[src/rtl/clns_pkg.sv]
// Package for the character LCD nibble sequencer.
// Holds the control word type, the microcode program and the request decode tables.
// No dependencies.
package clns_pkg;

  localparam int unsigned UcAddrW = 6;
  localparam logic [UcAddrW-1:0] UcInit    = 6'd0;
  localparam logic [UcAddrW-1:0] UcByte    = 6'd29;
  localparam logic [UcAddrW-1:0] UcCursor  = 6'd34;
  localparam logic [UcAddrW-1:0] UcClear   = 6'd35;
  localparam logic [UcAddrW-1:0] UcLast    = 6'd39;

  typedef enum logic [1:0] {
    CMD_INIT   = 2'd0,
    CMD_CLEAR  = 2'd1,
    CMD_CURSOR = 2'd2,
    CMD_CHAR   = 2'd3
  } cmd_e;

  typedef enum logic [1:0] {
    WAIT_NONE  = 2'd0,
    WAIT_SHORT = 2'd1,
    WAIT_LONG  = 2'd2,
    WAIT_BOTH  = 2'd3
  } wait_e;

  typedef enum logic [1:0] {
    NSEL_IMM = 2'd0,
    NSEL_HI  = 2'd1,
    NSEL_LO  = 2'd2
  } nsel_e;

  typedef enum logic [1:0] {
    RS_OFF  = 2'd0,
    RS_ON   = 2'd1,
    RS_OPND = 2'd2
  } rs_e;

  typedef enum logic [1:0] {
    SEQ_NEXT       = 2'd0,
    SEQ_JUMP       = 2'd1,
    SEQ_END        = 2'd2,
    SEQ_END_IF_CHR = 2'd3
  } seq_e;

  typedef struct packed {
    nsel_e              nsel;
    logic [3:0]         nib;
    rs_e                rs;
    logic               en;
    wait_e              wt;
    seq_e               seq;
    logic [UcAddrW-1:0] tgt;
  } ucode_t;

  typedef struct packed {
    logic   valid;
    logic   last;
    ucode_t uc;
  } issue_t;

  function automatic ucode_t uc_imm(logic en, logic [3:0] nib, wait_e wt, seq_e seq);
    ucode_t w;
    w.nsel = NSEL_IMM;
    w.nib  = nib;
    w.rs   = RS_OFF;
    w.en   = en;
    w.wt   = wt;
    w.seq  = seq;
    w.tgt  = '0;
    return w;
  endfunction

  function automatic ucode_t uc_opnd(nsel_e nsel, logic en, wait_e wt, seq_e seq);
    ucode_t w;
    w.nsel = nsel;
    w.nib  = 4'h0;
    w.rs   = RS_OPND;
    w.en   = en;
    w.wt   = wt;
    w.seq  = seq;
    w.tgt  = '0;
    return w;
  endfunction

  function automatic ucode_t ucode_rom(logic [UcAddrW-1:0] addr);
    ucode_t w;
    w = uc_imm(1'b0, 4'h0, WAIT_NONE, SEQ_END);
    case (addr)
      6'd0:  w = uc_imm(1'b0, 4'h0, WAIT_NONE,  SEQ_NEXT);
      6'd1:  w = uc_imm(1'b1, 4'h3, WAIT_NONE,  SEQ_NEXT);
      6'd2:  w = uc_imm(1'b0, 4'h3, WAIT_LONG,  SEQ_NEXT);
      6'd3:  w = uc_imm(1'b1, 4'h3, WAIT_NONE,  SEQ_NEXT);
      6'd4:  w = uc_imm(1'b0, 4'h3, WAIT_LONG,  SEQ_NEXT);
      6'd5:  w = uc_imm(1'b1, 4'h3, WAIT_NONE,  SEQ_NEXT);
      6'd6:  w = uc_imm(1'b0, 4'h3, WAIT_LONG,  SEQ_NEXT);
      6'd7:  w = uc_imm(1'b1, 4'h2, WAIT_NONE,  SEQ_NEXT);
      6'd8:  w = uc_imm(1'b0, 4'h2, WAIT_NONE,  SEQ_NEXT);
      6'd9:  w = uc_imm(1'b0, 4'h0, WAIT_NONE,  SEQ_NEXT);
      6'd10: w = uc_imm(1'b1, 4'h0, WAIT_NONE,  SEQ_NEXT);
      6'd11: w = uc_imm(1'b0, 4'h0, WAIT_NONE,  SEQ_NEXT);
      6'd12: w = uc_imm(1'b1, 4'h1, WAIT_NONE,  SEQ_NEXT);
      6'd13: w = uc_imm(1'b0, 4'h1, WAIT_BOTH,  SEQ_NEXT);
      6'd14: w = uc_imm(1'b0, 4'h0, WAIT_NONE,  SEQ_NEXT);
      6'd15: w = uc_imm(1'b1, 4'h0, WAIT_NONE,  SEQ_NEXT);
      6'd16: w = uc_imm(1'b0, 4'h0, WAIT_NONE,  SEQ_NEXT);
      6'd17: w = uc_imm(1'b1, 4'h6, WAIT_NONE,  SEQ_NEXT);
      6'd18: w = uc_imm(1'b0, 4'h6, WAIT_BOTH,  SEQ_NEXT);
      6'd19: w = uc_imm(1'b0, 4'h0, WAIT_NONE,  SEQ_NEXT);
      6'd20: w = uc_imm(1'b1, 4'h0, WAIT_NONE,  SEQ_NEXT);
      6'd21: w = uc_imm(1'b0, 4'h0, WAIT_NONE,  SEQ_NEXT);
      6'd22: w = uc_imm(1'b1, 4'hC, WAIT_NONE,  SEQ_NEXT);
      6'd23: w = uc_imm(1'b0, 4'hC, WAIT_SHORT, SEQ_NEXT);
      6'd24: w = uc_imm(1'b0, 4'h0, WAIT_NONE,  SEQ_NEXT);
      6'd25: w = uc_imm(1'b1, 4'h2, WAIT_NONE,  SEQ_NEXT);
      6'd26: w = uc_imm(1'b0, 4'h2, WAIT_NONE,  SEQ_NEXT);
      6'd27: w = uc_imm(1'b1, 4'h8, WAIT_NONE,  SEQ_NEXT);
      6'd28: w = uc_imm(1'b0, 4'h8, WAIT_SHORT, SEQ_END);
      6'd29: w = uc_opnd(NSEL_HI, 1'b1, WAIT_NONE,  SEQ_NEXT);
      6'd30: w = uc_opnd(NSEL_HI, 1'b0, WAIT_NONE,  SEQ_NEXT);
      6'd31: w = uc_opnd(NSEL_LO, 1'b1, WAIT_NONE,  SEQ_NEXT);
      6'd32: w = uc_opnd(NSEL_LO, 1'b0, WAIT_SHORT, SEQ_END_IF_CHR);
      6'd33: begin
        w    = uc_imm(1'b0, 4'h0, WAIT_NONE, SEQ_END);
        w.rs = RS_ON;
      end
      6'd34: begin
        w     = uc_imm(1'b0, 4'h0, WAIT_NONE, SEQ_JUMP);
        w.tgt = UcByte;
      end
      6'd35: w = uc_imm(1'b0, 4'h0, WAIT_NONE,  SEQ_NEXT);
      6'd36: w = uc_imm(1'b1, 4'h0, WAIT_NONE,  SEQ_NEXT);
      6'd37: w = uc_imm(1'b0, 4'h0, WAIT_NONE,  SEQ_NEXT);
      6'd38: w = uc_imm(1'b1, 4'h1, WAIT_NONE,  SEQ_NEXT);
      6'd39: w = uc_imm(1'b0, 4'h1, WAIT_BOTH,  SEQ_END);
      default: w = uc_imm(1'b0, 4'h0, WAIT_NONE, SEQ_END);
    endcase
    return w;
  endfunction

  function automatic logic [UcAddrW-1:0] cmd_entry(cmd_e cmd);
    logic [UcAddrW-1:0] a;
    unique case (cmd)
      CMD_INIT:   a = UcInit;
      CMD_CLEAR:  a = UcClear;
      CMD_CURSOR: a = UcCursor;
      CMD_CHAR:   a = UcByte;
      default:    a = UcInit;
    endcase
    return a;
  endfunction

  function automatic logic [7:0] row_base(logic [1:0] row);
    logic [7:0] b;
    unique case (row)
      2'd0:    b = 8'h00;
      2'd1:    b = 8'h40;
      2'd2:    b = 8'h14;
      2'd3:    b = 8'h54;
      default: b = 8'h00;
    endcase
    return b;
  endfunction

endpackage

[src/rtl/clns_datapath.sv]
// Operand store and port byte formation for the LCD nibble sequencer.
// Driven one control word per cycle by the sequencer; depends on clns_pkg.
module clns_datapath (
  input  logic              clk_i,
  input  logic              rst_ni,
  input  logic              load_i,
  input  logic [1:0]        cmd_i,
  input  logic [1:0]        row_i,
  input  logic [5:0]        column_i,
  input  logic [7:0]        character_i,
  input  clns_pkg::issue_t  issue_i,
  output logic              chr_o,
  output logic [7:0]        port_value_o,
  output logic [1:0]        wait_after_o,
  output logic              last_o,
  output logic              strobe_o
);
  import clns_pkg::*;

  logic [7:0] op_q, op_d;
  logic       chr_q, chr_d;
  logic       strobe_q;
  logic [7:0] port_q, port_d;
  logic [1:0] wait_q;
  logic       last_q;
  logic [3:0] nib;
  logic       rs;
  logic [7:0] addr;

  always_comb begin
    addr = (row_base(row_i) + {2'b00, column_i}) | 8'h80;
    chr_d = (cmd_e'(cmd_i) == CMD_CHAR);
    op_d  = chr_d ? character_i : addr;
  end

  always_comb begin
    unique case (issue_i.uc.nsel)
      NSEL_HI: nib = op_q[7:4];
      NSEL_LO: nib = op_q[3:0];
      default: nib = issue_i.uc.nib;
    endcase
    unique case (issue_i.uc.rs)
      RS_ON:   rs = 1'b1;
      RS_OPND: rs = chr_q;
      default: rs = 1'b0;
    endcase
    port_d = {2'b00, issue_i.uc.en, rs, nib};
  end

  always_ff @(posedge clk_i or negedge rst_ni) begin
    if (!rst_ni) begin
      strobe_q <= 1'b0;
      chr_q    <= 1'b0;
    end else begin
      strobe_q <= issue_i.valid;
      if (load_i) begin
        chr_q <= chr_d;
      end
    end
  end

  always_ff @(posedge clk_i) begin
    if (load_i) begin
      op_q <= op_d;
    end
    if (issue_i.valid) begin
      port_q <= port_d;
      wait_q <= issue_i.uc.wt;
      last_q <= issue_i.last;
    end
  end

  assign chr_o        = chr_q;
  assign port_value_o = port_q;
  assign wait_after_o = wait_q;
  assign last_o       = last_q;
  assign strobe_o     = strobe_q;

endmodule

[src/rtl/char_lcd_nibble_sequencer.sv]
// Character LCD nibble sequencer, top level: microcode step counter and program.
// Start loads the busy flag and step counter; each step is registered onto the outputs.
// Throughput: one port write per cycle while a request runs, set by the single microcode
// step issued per cycle; busy drops on the final step.
// Reset: idle, no strobe; the receiver takes every strobed write and cannot stall.
// Depends on clns_pkg and clns_datapath.
module char_lcd_nibble_sequencer (
  input  logic       clk_i,
  input  logic       rst_ni,
  input  logic       start,
  output logic       busy,
  input  logic [1:0] cmd_i,
  input  logic [1:0] row_i,
  input  logic [5:0] column_i,
  input  logic [7:0] character_i,
  output logic [7:0] port_value_o,
  output logic [1:0] wait_after_o,
  output logic       last_o,
  output logic       strobe_o
);
  import clns_pkg::*;

  logic               busy_q, busy_d;
  logic [UcAddrW-1:0] pc_q, pc_d;
  ucode_t             uc;
  issue_t             issue;
  logic               chr;
  logic               fin;
  logic               accept;

  always_comb begin
    uc     = ucode_rom(pc_q);
    fin    = busy_q && ((uc.seq == SEQ_END) || ((uc.seq == SEQ_END_IF_CHR) && chr));
    busy   = busy_q && !fin;
    accept = start && !busy;

    issue.valid = busy_q;
    issue.last  = fin;
    issue.uc    = uc;

    busy_d = busy_q;
    pc_d   = pc_q;
    if (accept) begin
      busy_d = 1'b1;
      pc_d   = cmd_entry(cmd_e'(cmd_i));
    end else if (fin) begin
      busy_d = 1'b0;
    end else if (busy_q) begin
      pc_d = (uc.seq == SEQ_JUMP) ? uc.tgt : pc_q + 1'b1;
    end
  end

  always_ff @(posedge clk_i or negedge rst_ni) begin
    if (!rst_ni) begin
      busy_q <= 1'b0;
      pc_q   <= '0;
    end else begin
      busy_q <= busy_d;
      pc_q   <= pc_d;
    end
  end

  clns_datapath u_datapath (
    .clk_i        (clk_i),
    .rst_ni       (rst_ni),
    .load_i       (accept),
    .cmd_i        (cmd_i),
    .row_i        (row_i),
    .column_i     (column_i),
    .character_i  (character_i),
    .issue_i      (issue),
    .chr_o        (chr),
    .port_value_o (port_value_o),
    .wait_after_o (wait_after_o),
    .last_o       (last_o),
    .strobe_o     (strobe_o)
  );

  a_accept_busy: assert property (@(posedge clk_i) disable iff (!rst_ni)
    accept |=> busy_q)
    else $error("sequencer not running after start transfer");

  a_strobe_src: assert property (@(posedge clk_i) disable iff (!rst_ni)
    !busy_q |=> !strobe_o)
    else $error("port write strobed with no step issued");

  a_pc_range: assert property (@(posedge clk_i) disable iff (!rst_ni)
    busy_q |-> (pc_q <= UcLast))
    else $error("step counter outside program");

  a_last_idle: assert property (@(posedge clk_i) disable iff (!rst_ni)
    (busy_q && fin) |=> (strobe_o && last_o))
    else $error("final step not marked last");

endmodule

[config.mk]
export PLATFORM = sky130hd
export DESIGN_NAME = char_lcd_nibble_sequencer
export DESIGN_NICKNAME = d
export VERILOG_FILES = /design/src/rtl/clns_pkg.sv /design/src/rtl/clns_datapath.sv /design/src/rtl/char_lcd_nibble_sequencer.sv
export SDC_FILE = /design/constraint.sdc
export NUM_CORES = 1
export LEC_CHECK = 0
export BUFFER_PORTS_ARGS = -buffer_cell sky130_fd_sc_hd__buf_2
export CAP_MARGIN = 20
export CORE_UTILIZATION = 45
export CTS_BUF_LIST = sky130_fd_sc_hd__clkbuf_4 sky130_fd_sc_hd__clkbuf_8
export DETAILED_ROUTE_END_ITERATION = 6
export HOLD_SLACK_MARGIN = 0.06
export PLACE_DENSITY = 0.74
export SYNTH_ARGS = -nofsm -noshare
export SYNTH_HDL_FRONTEND = slang
export SYNTH_SLANG_ARGS = --single-unit
[constraint.sdc]
create_clock -name clk_i -period 2.6 [get_ports clk_i]
set_clock_uncertainty 0.15 [all_clocks]
set_input_delay 0 -clock clk_i [delete_from_list [all_inputs] [get_ports clk_i]]
set_output_delay 0 -clock clk_i [all_outputs]
set_load 0.01 [all_outputs]
# Yosys cells after proc, flatten, opt, wreduce, memory -nomap -nowiden
# Memories as Yosys holds them, arrays and structs flattened.
# Index checks and enable logic that the tools add are counted.
# word_totals
reg_bits	26
mem_bits_ro	1088
input_bits	21
output_inout_bits	13
wordCells	49
mem_count	1
# mem_list
name	words	width	read_ports	rd_ports_with_merged_regs	wr	line_no	source
(no name shown)	64	17	1	0	0	clns_pkg.sv:89	case (addr)
# op_classes
n_addsub	2
n_eq_ne	14
muxes	11
n_reduce_logical	12
# ops
cell	count
one-hot mux 7 bit (4 select lines)	1
2-to-1 mux 6 bit	4
one-hot mux 6 bit (4 select lines)	1
== test 2 bit, second input constant	8
== test 2 x 1 -> 1 bit, second input constant	5
one-hot mux 4 bit (2 select lines)	1
adder 7 x 6 -> 7 bit	1
2-to-1 mux 7 bit	1
adder 6 x 1 -> 6 bit, second input constant	1
logical AND 1 bit	4
zero test 2 bit	2
nonzero test 2 bit	2
zero test 1 bit	2
2-to-1 mux 1 bit	2
!= test 2 x 1 -> 1 bit, second input constant	1
one-hot mux 1 bit (2 select lines)	1
AND reduction 2 bit	1
logical OR 1 bit	1

# Depth between registers and ports, before layout
# Gate-level depths: netlist (run 1).
# An unclocked memory read counts as a cell.
# logic_depth
ltp_word	11
mapped_depth	10
depth_no_buf	9

# By module
# Synthesis (run 1) repeated with hierarchy kept, for this count alone.
# hier_totals
cells_unflattened	211
hier_area_um2	1944.4
# modules_own_cells
module	n_inst	cells_each	area_per_inst_um2	seq_area_each_um2
char_lcd_nibble_sequencer	1	142	1042.2	175.2
clns_datapath	1	69	902.1	560.5

# Worst setup path after synthesis (run 1)
# Ideal clock, no wire load.
# synth_path
path_kind	register to register
start	reg pc_q[1]
end	reg u_datapath.chr_q (netlist: u_datapath.chr_o)
setup_ns	0.125
arrival_ns	1.993
required_ns	2.325
slack_ns	0.332
path_stages_with_launch	9
n_path_buf	1
period_less_slack_ns	2.268
cell_sequence	dfrtp_1 > clkbuf_1 > inv_1 > ha_1 > a41oi_1 > a31o_2 > o21ai_2 > and2_4 > mux2_4
# synth_between
elab_chain_len	9
elab_cells_between_ends	10
classes_between	2 x eq/ne; 7 x reduce/logical; 1 x memory
# synth_lines
item	line_no	source
start, declared	char_lcd_nibble_sequencer.sv:24	logic [UcAddrW-1:0] pc_q, pc_d;
start signal, assigned	char_lcd_nibble_sequencer.sv:59	pc_q <= pc_d;
memory read (64 x 17 bit) (*)	n/a	
== test 2 bit	char_lcd_nibble_sequencer.sv:33	fin = busy_q && ((uc.seq == SEQ_END) || ((uc.seq == SEQ_END_IF_CHR) && chr));
logical AND 1 bit	char_lcd_nibble_sequencer.sv:33	
logical OR 1 bit (*)	char_lcd_nibble_sequencer.sv:33	
logical AND 1 bit (*)	char_lcd_nibble_sequencer.sv:33	
zero test 1 bit (*)	char_lcd_nibble_sequencer.sv:34	busy = busy_q && !fin;
logical AND 1 bit (*)	char_lcd_nibble_sequencer.sv:34	
zero test 1 bit (*)	char_lcd_nibble_sequencer.sv:35	accept = start && !busy;
logical AND 1 bit (*)	char_lcd_nibble_sequencer.sv:35	
via accept	char_lcd_nibble_sequencer.sv:29	logic accept;
end signal, assigned	clns_datapath.sv:57	chr_q <= chr_d;
end, declared	clns_datapath.sv:21	logic chr_q, chr_d;
# The timed path passes the listed nets; every way through them passes the cells marked *.
# A chain may end at the register's enable or synchronous reset.

# Final worst setup path (run 1)
# layout_path
start	reg pc_q[0]
end	reg u_datapath.port_q[0] (netlist: u_datapath.port_value_o[0]), data pin
# layout_between
elab_chain_len	3
elab_cells_between_ends	4
classes_between	2 x eq/ne; 1 x mux; 1 x memory
# layout_lines
item	line_no	source
memory read (64 x 17 bit) (*)	n/a	
== test 2 bit or == test 2 x 1 -> 1 bit (tied branches)	clns_datapath.sv:37	unique case (issue_i.uc.nsel)
one-hot mux 4 bit (2 select lines) (*)	clns_datapath.sv:37	
via u_datapath.nib[0]	clns_datapath.sv:26	logic [3:0] nib;
end signal, assigned	clns_datapath.sv:67	port_q <= port_d;
end, declared	clns_datapath.sv:23	logic [7:0] port_q, port_d;
# Marked as above.

==> results of run 1 <==
registers in the layout, indices dropped and copies added, names as in the netlist:
signal / flops
u_datapath.op_q: 8
pc_q: 6
u_datapath.port_value_o: 6
u_datapath.wait_after_o: 2
busy_q: 1
u_datapath.chr_o: 1
u_datapath.last_o: 1
u_datapath.strobe_o: 1
power breakdown:
| group | internal, mW | switching, mW |
|---|---|---|
| logic | 0.609 | 0.756 |
| registers | 0.670 | 0.179 |
| clock network | 0.206 | 0.126 |
| total | 1.48 | 1.06 |
layer usage:
layer / vias to the layer above / GRT usage [%] / share of wire, %
met1: 739 / 29.6 / 44
met4: 0 / 9.31 / 2.3
met3: 8 / 2.07 / 6.8
met2: 55 / 35.7 / 47
met5: - / 0 / 0
li1: 778 / - / -
stage by stage:
stage / area (um^2) / worst slack [ns]
after floorplan: 1850 / 0.332
after global placement: 2050 / 0.284
after detailed placement: 2050 / 0.292
after CTS: 2300 / 0.273
after global routing: 2300 / 0.112
final: 2300 / 0.180
worst max-delay path: cells and delay by family, from the launching register on:
family	cells	cell delay, ns
fa+ha+maj	2	0.72
flops	1	0.49
compound gates	2	0.42
simple gates	2	0.24
buf+inv	1	0.16
cell usage in the layout, fill, tap and decap left out, types with 3 or more instances in the layout:
cell	count
buf_2	31
nand2_1	19
dlygate4sd3_1	17
edfxtp_1	17
ha_1	16
o21ai_0	14
inv_1	12
nor2_1	11
dfrtp_1	9
a21oi_1	8
buf_4	8
mux2_2	7
mux2i_1	6
a22oi_1	6
nor2b_1	4
o22ai_1	4
nand2b_1	4
nand3_1	3
xnor2_1	3
a31oi_1	3
a211oi_1	3
clkbuf_8	3
how the worst max path moves through the flow:
stage	startpoint	to	depth (start not counted)
after floorplan	pc_q[1]$_DFFE_PN0P_	u_datapath.chr_o$_DFFE_PN0P_	8
after global placement	pc_q[2]$_DFFE_PN0P_	u_datapath.port_value_o[0]$_DFFE_PP_	8
after detailed placement	pc_q[2]$_DFFE_PN0P_	u_datapath.port_value_o[0]$_DFFE_PP_	8
after CTS	pc_q[2]$_DFFE_PN0P_	u_datapath.port_value_o[0]$_DFFE_PP_	8
after global routing	pc_q[0]$_DFFE_PN0P_	u_datapath.port_value_o[0]$_DFFE_PP_	7
final	pc_q[0]$_DFFE_PN0P_	u_datapath.port_value_o[0]$_DFFE_PP_	7
cell type report:
type | instances | share of cell area, %
Clock inverter | 1 | 1.31
Tap cell | 48 | 2.62
Clock buffer | 3 | 1.80
Inverter | 12 | 1.96
Sequential cell | 26 | 32.0
Multi-Input combinational cell | 137 | 43.5
Timing Repair Buffer | 56 | 16.8
kinds of logic after synthesis:
family / synth area share [%]
buffers and inverters: 6.49
adder cells (fa/ha/maj): 10.8
AO/OA/AOI/OAI: 18.7
flip-flops: 39.8
AND/OR/NAND/NOR: 13.9
XOR/XNOR: 1.89
other: 0.203
multiplexers: 8.32
what timing repair did:
action	in CTS	in global routing
resized for setup	0	0
hold endpoints to repair	23	0
hold buffers	17	0
==> metrics.log, run 1 <==
INFO  metric synthMostInstantiatedCell = nand2_1
INFO  metric first_pass_grt_wire_length = 7280 um
INFO  metric dominantRegCellSynth = edfxtp_1
INFO  metric final_core_utilization = 60.4%
INFO  metric finalNonFillerCells = 283
INFO  metric cts_made_buffers = 3
INFO  metric worst_pin_slew = 0.577 ns
INFO  metric routed_wire_length_per_instance = 14.8 um
INFO  metric cpMostUsedCell = ha_1
INFO  metric fill_cells = 322
INFO  metric worst-r2r-setup-slack = 0.18 ns
INFO  metric timing.critical_path.from_type = flop
INFO  metric layout_cells_sized_above_1 = 24.7%
INFO  metric grt_setup_unrepaired = no
INFO  metric detail_route.drc_violations = 0
INFO  metric ff_latch_area = 736 um^2
INFO  metric num_antenna_cells = 0
INFO  metric synth_area_leaders = edfxtp_1, dfrtp_1, ha_1
INFO  metric hold-path-endpoint = pc_q[5]$_DFFE_PN0P_
INFO  metric timing.critical_path.fanout_max = 8
INFO  metric drv_slew = 0
INFO  metric synth_area_per_cell = 9.79 um^2
INFO  metric synth_top_area_share = 27.6%
INFO  metric fin_setup_tns = 0 ns
INFO  metric crit_slowest_cell = dfrtp_1
INFO  metric clock_h_tree_levels = 1
INFO  metric grt_overflow_total = 0
INFO  metric post-route-period-util = 93.1%
INFO  metric vias = 1580
INFO  metric yosysUniqueCellTypes = 45
INFO  metric worstPathCellList = inv_1 -> ha_1 -> nand4_1 -> ha_1 -> a22oi_1 -> nor2_1 -> a31o_2
INFO  metric cts_setup_buffers = 0
INFO  metric core.rowCount = 22
INFO  metric io_pins = 34
INFO  metric vdd_ir_drop_max = 0.590 mV
INFO  metric max-slew-margin-rel = 61.6%
INFO  metric initial_core_util = 48.7%
INFO  metric number_of_global_route_vias_before_repair = 1536
INFO  metric finalNetCount = 273
INFO  metric library_cell_with_the_largest_summed_area_after_synthesis = edfxtp_1
INFO  metric gpl.final_weighted_congestion = 0.988
INFO  metric period_needed = 2.42 ns
INFO  metric totalPowerFinal = 2.54 mW
INFO  metric power_leakage = 0.999 nW
INFO  metric cts_tree = yes
INFO  metric multi_input_combinational_cell_area = 998 um^2
INFO  metric worstSkewPairLatency = 0.27 ns
INFO  metric r2r-start = pc_q[0]$_DFFE_PN0P_
INFO  metric hold_path_startpoint = cmd_i[1]
INFO  metric placement.io_buffers = 31
INFO  metric finalSetupViolations = 0
INFO  metric grt_antenna_before_repair = 0
INFO  metric holdCritPathClass = in -> reg
INFO  metric final-hold-violation-count = 0
INFO  metric clock_path_buffers = 2
INFO  metric clk_pin_slew_worst_paths = 0.09 ns
INFO  metric regToRegEndpoint = u_datapath.port_value_o[0]$_DFFE_PP_
INFO  metric die_height = 66.1 um
INFO  metric grt_max_degree = 16
INFO  metric cap_violations = 0
INFO  metric die-width = 66.1 um
INFO  metric core-area = 3800 um^2
INFO  metric pwr_density_cell = 1110 nW/um^2
INFO  metric reg2reg_depth = 7
INFO  metric numClockSinks = 26
INFO  metric synth-seq-area-share = 39.8%
INFO  metric grt_util_all_layers = 21.9%
INFO  metric syn_to_final_growth = 24.1%
INFO  metric postRouteWirelength = 4180 um
INFO  metric ys_top_cells_by_count = nand2_1, edfxtp_1, ha_1
INFO  metric syn_area = 1850 um^2
INFO  metric cts_root_buf = clkbuf_8
INFO  metric timing.critical_path.required = 2.48 ns
INFO  metric outcome = finished, final reports clean
INFO  metric fp.dieArea = 4370 um^2
INFO  metric ys_ff_latch = 26
INFO  metric crit_arrival = 2.30 ns
INFO  metric end_kind = flop
INFO  metric postSynth.asyncResetShare = 34.6%
INFO  metric detailed_router_s_first_iteration_violation_count = 101
INFO  metric synth_edf_count = 17
INFO  metric syn-instance-count = 189
INFO  metric critical_path.max_stage_delay = 0.49 ns
INFO  metric max_frequency = 413 MHz
INFO  metric detail_route.first_pass.iterations = 4
INFO  metric post-dp-hpwl = 2930 um
INFO  metric ys_warn_count = 0
INFO  metric number_of_cells_in_the_design_after_placement = 262
INFO  metric ant_nets = 0
INFO  metric dr_vias_cell = 5.58
INFO  metric min_path_cells = 5
INFO  metric fin_worst_hold_slack = 0.131 ns
INFO  metric worst-setup-path-type = reg -> reg
Power figures use the tool's default switching activity.
==> inputs of run 2 (changes only) <==
clock period = 2.8 ns   (was 2.6 ns; I/O delays follow)
==> metrics.log, run 2 (same netlist as run 1, synthesis figures left out) <==
INFO  metric timing.critical_path.from_type = flop
INFO  metric grt_overflow_total = 0 (unchanged)
INFO  metric max_frequency = 416 MHz (+0.77%)
INFO  metric routed_wire_length_per_instance = 14.4 um (-2.3%)
INFO  metric fp.dieArea = 4370 um^2 (unchanged)
INFO  metric vdd_ir_drop_max = 0.668 mV (+13%)
INFO  metric grt_setup_unrepaired = no
INFO  metric power_leakage = 0.994 nW (-0.51%)
INFO  metric mostFrequentLayoutCell = buf_2
INFO  metric timing.critical_path.fanout_max = 19 (+11)
INFO  metric detail_route.drc_violations = 0 (unchanged)
INFO  metric largest_reg_flops = 8 (unchanged)
INFO  metric fill_cells = 300 (-6.8%)
INFO  metric num_antenna_cells = 0 (unchanged)
INFO  metric clk_pin_slew_worst_paths = 0.09 ns (about the same)
INFO  metric detailed_router_s_first_iteration_violation_count = 129 (+28%)
INFO  metric ant_nets = 0 (unchanged)
INFO  metric power.switching_fraction = 41.8% (+0.093 points)
INFO  metric cts_made_buffers = 3 (unchanged)
INFO  metric clock_power_share = 13.1% (about the same)
INFO  metric core.rowCount = 22 (unchanged)
INFO  metric detail_route.first_pass.iterations = 4 (unchanged)
INFO  metric numClockSinks = 26 (unchanged)
INFO  metric core-area = 3800 um^2 (unchanged)
INFO  metric end_kind = flop
INFO  metric worstSkewPairLatency = 0.27 ns (about the same)
INFO  metric number_of_global_route_vias_before_repair = 1422 (-7.4%)
INFO  metric layout_cells_sized_above_1 = 24.4% (-0.32 points)
INFO  metric crit_arrival = 2.28 ns (-0.02 ns)
INFO  metric placement.io_buffers = 31 (unchanged)
INFO  metric seq_power_share = 35.1% (+1.8 points)
INFO  metric combinationalPowerShare = 51.9% (-1.7 points)
INFO  metric cts_root_buf = clkbuf_8
INFO  metric syn_to_final_growth = 23.7%
INFO  metric switching_power = 986 uW (-7.0%)
INFO  metric initial_core_util = 48.7% (unchanged)
INFO  metric final_core_utilization = 60.2% (-0.20 points)
INFO  metric grt_util_all_layers = 20.5% (-1.5 points)
INFO  metric post-dp-hpwl = 2960 um (+0.86%)
INFO  metric power.internal = 1.38 mW (-7.4%)
INFO  metric post-route-period-util = 85.8% (-7.3 points)
INFO  metric mostFrequentLayoutCells = buf_2, nand2_1, dlygate4sd3_1, edfxtp_1, ha_1
INFO  metric fin_setup_tns = 0 ns (unchanged)
INFO  metric worst-setup-path-type = reg -> reg
INFO  metric io_pins = 34 (unchanged)
INFO  metric cts_tree = yes
INFO  metric first_pass_grt_wire_length = 6810 um (-6.4%)
INFO  metric gpl.final_weighted_congestion = 0.977 (-1.1%)
INFO  metric worst_pin_slew = 0.664 ns (+0.0869 ns)
INFO  metric max-slew-margin-rel = 55.8% (-5.8 points)
INFO  metric drv_slew = 0 (unchanged)
INFO  metric pwr_density_cell = 1030 nW/um^2 (-6.9%)
INFO  metric finalSetupViolations = 0 (unchanged)
INFO  metric die_height = 66.1 um (unchanged)
INFO  metric top_register = u_datapath.op_q
INFO  metric postRouteWirelength = 4070 um (-2.6%)
INFO  metric period_needed = 2.40 ns (-0.0185 ns)
INFO  metric holdCritPathClass = in -> reg
INFO  metric cts_setup_buffers = 0 (unchanged)
INFO  metric vias = 1563 (-1.1%)
INFO  metric die-width = 66.1 um (unchanged)
INFO  metric grt_antenna_before_repair = 0 (unchanged)
INFO  metric dr_vias_cell = 5.54 (-0.73%)
INFO  metric final-hold-violation-count = 0 (unchanged)
INFO  metric outcome = finished, final reports clean
INFO  metric clock_path_buffers = 2 (unchanged)
INFO  metric timing.critical_path.required = 2.68 ns (+0.20 ns)
INFO  metric cap_violations = 0 (unchanged)
INFO  metric finalNetCount = 272 (-0.37%)
INFO  metric clock_h_tree_levels = 1 (unchanged)
INFO  metric grt_max_degree = 20 (+4)
## run 2: cell types whose count changed in the layout (fill, tap and decap cells not counted)
cell	previous run	this run
buf_4	8	7
## run 2: power by group through the flow
stage | logic, mW | registers, mW | clock network, mW
after floorplan | 0.884 | 0.761 | 0
after global placement | 1.17 | 0.826 | 0
after detailed placement | 1.18 | 0.829 | 0
after CTS | 1.21 | 0.821 | 0.318
after global routing | 1.34 | 0.853 | 0.333
final | 1.22 | 0.828 | 0.308
## run 2: path summary, 6_finish.rpt
path | start | slack (ns) | end | cells past startpoint
worst max-delay path | pc_q[3]$_DFFE_PN0P_ | 0.40 | u_datapath.port_value_o[0]$_DFFE_PP_ | 8
worst min-delay path | cmd_i[0] | 0.13 | pc_q[5]$_DFFE_PN0P_ | 5
worst max register to register | pc_q[3]$_DFFE_PN0P_ | 0.40 | u_datapath.port_value_o[0]$_DFFE_PP_ | 8
worst min register to register | u_datapath.chr_o$_DFFE_PN0P_ | 0.48 | u_datapath.chr_o$_DFFE_PN0P_ | 1
max in group asynchronous | rst_ni | 1.65 | busy_q$_DFFE_PN0P_ | 3
min in group asynchronous | rst_ni | 0.56 | pc_q[4]$_DFFE_PN0P_ | 3
## run 2: timing repair
item / CTS / global route
resized for setup: 0 / 0
endpoints found under the hold margin: 22 / 0
hold buffers: 17 / 0
## run 2: final cells by class
type / count / area [um^2] / area share (%)
sequential: 26 / 736 / 32.1
clock inverter: 1 / 30.0 / 1.31
clock buffer: 3 / 41.3 / 1.80
multi-input combinational: 137 / 998 / 43.6
inverter: 12 / 45.0 / 1.97
timing repair buffer: 55 / 378 / 16.5
tap: 48 / 60.1 / 2.62
## run 2: metal layers
layer / part of all wire, % / global-route usage, % / up-vias
li1: - / - / 769
met1: 46 / 29.4 / 725
met2: 46 / 31.6 / 63
met3: 6.3 / 3.79 / 6
met4: 1.4 / 4.79 / 0
met5: 0 / 0 / -
## run 2: metrics by stage
stage,instances,power [mW],hold WS (ns),setup slack [ns],instance area (um^2)
5_1_grt,282,2.53,0.171,0.254,2290
6_report,282,2.36,0.132,0.399,2290
2_1_floorplan,190,1.64,-0.446,0.532,1850
4_1_cts,282,2.35,0.140,0.418,2290
3_5_place_dp,261,2.01,-0.284,0.451,2050
3_3_place_gp,261,2.00,-0.282,0.504,2050
## run 2: critical path, cell delays in order, from the launching register on
cell     delay (ns)
dfrtp_1        0.63
nor4b_4        0.45
nand2_1        0.11
nand2_1        0.09
inv_1          0.05
ha_1           0.21
a22oi_1        0.17
nor2_1         0.07
a31o_2         0.22
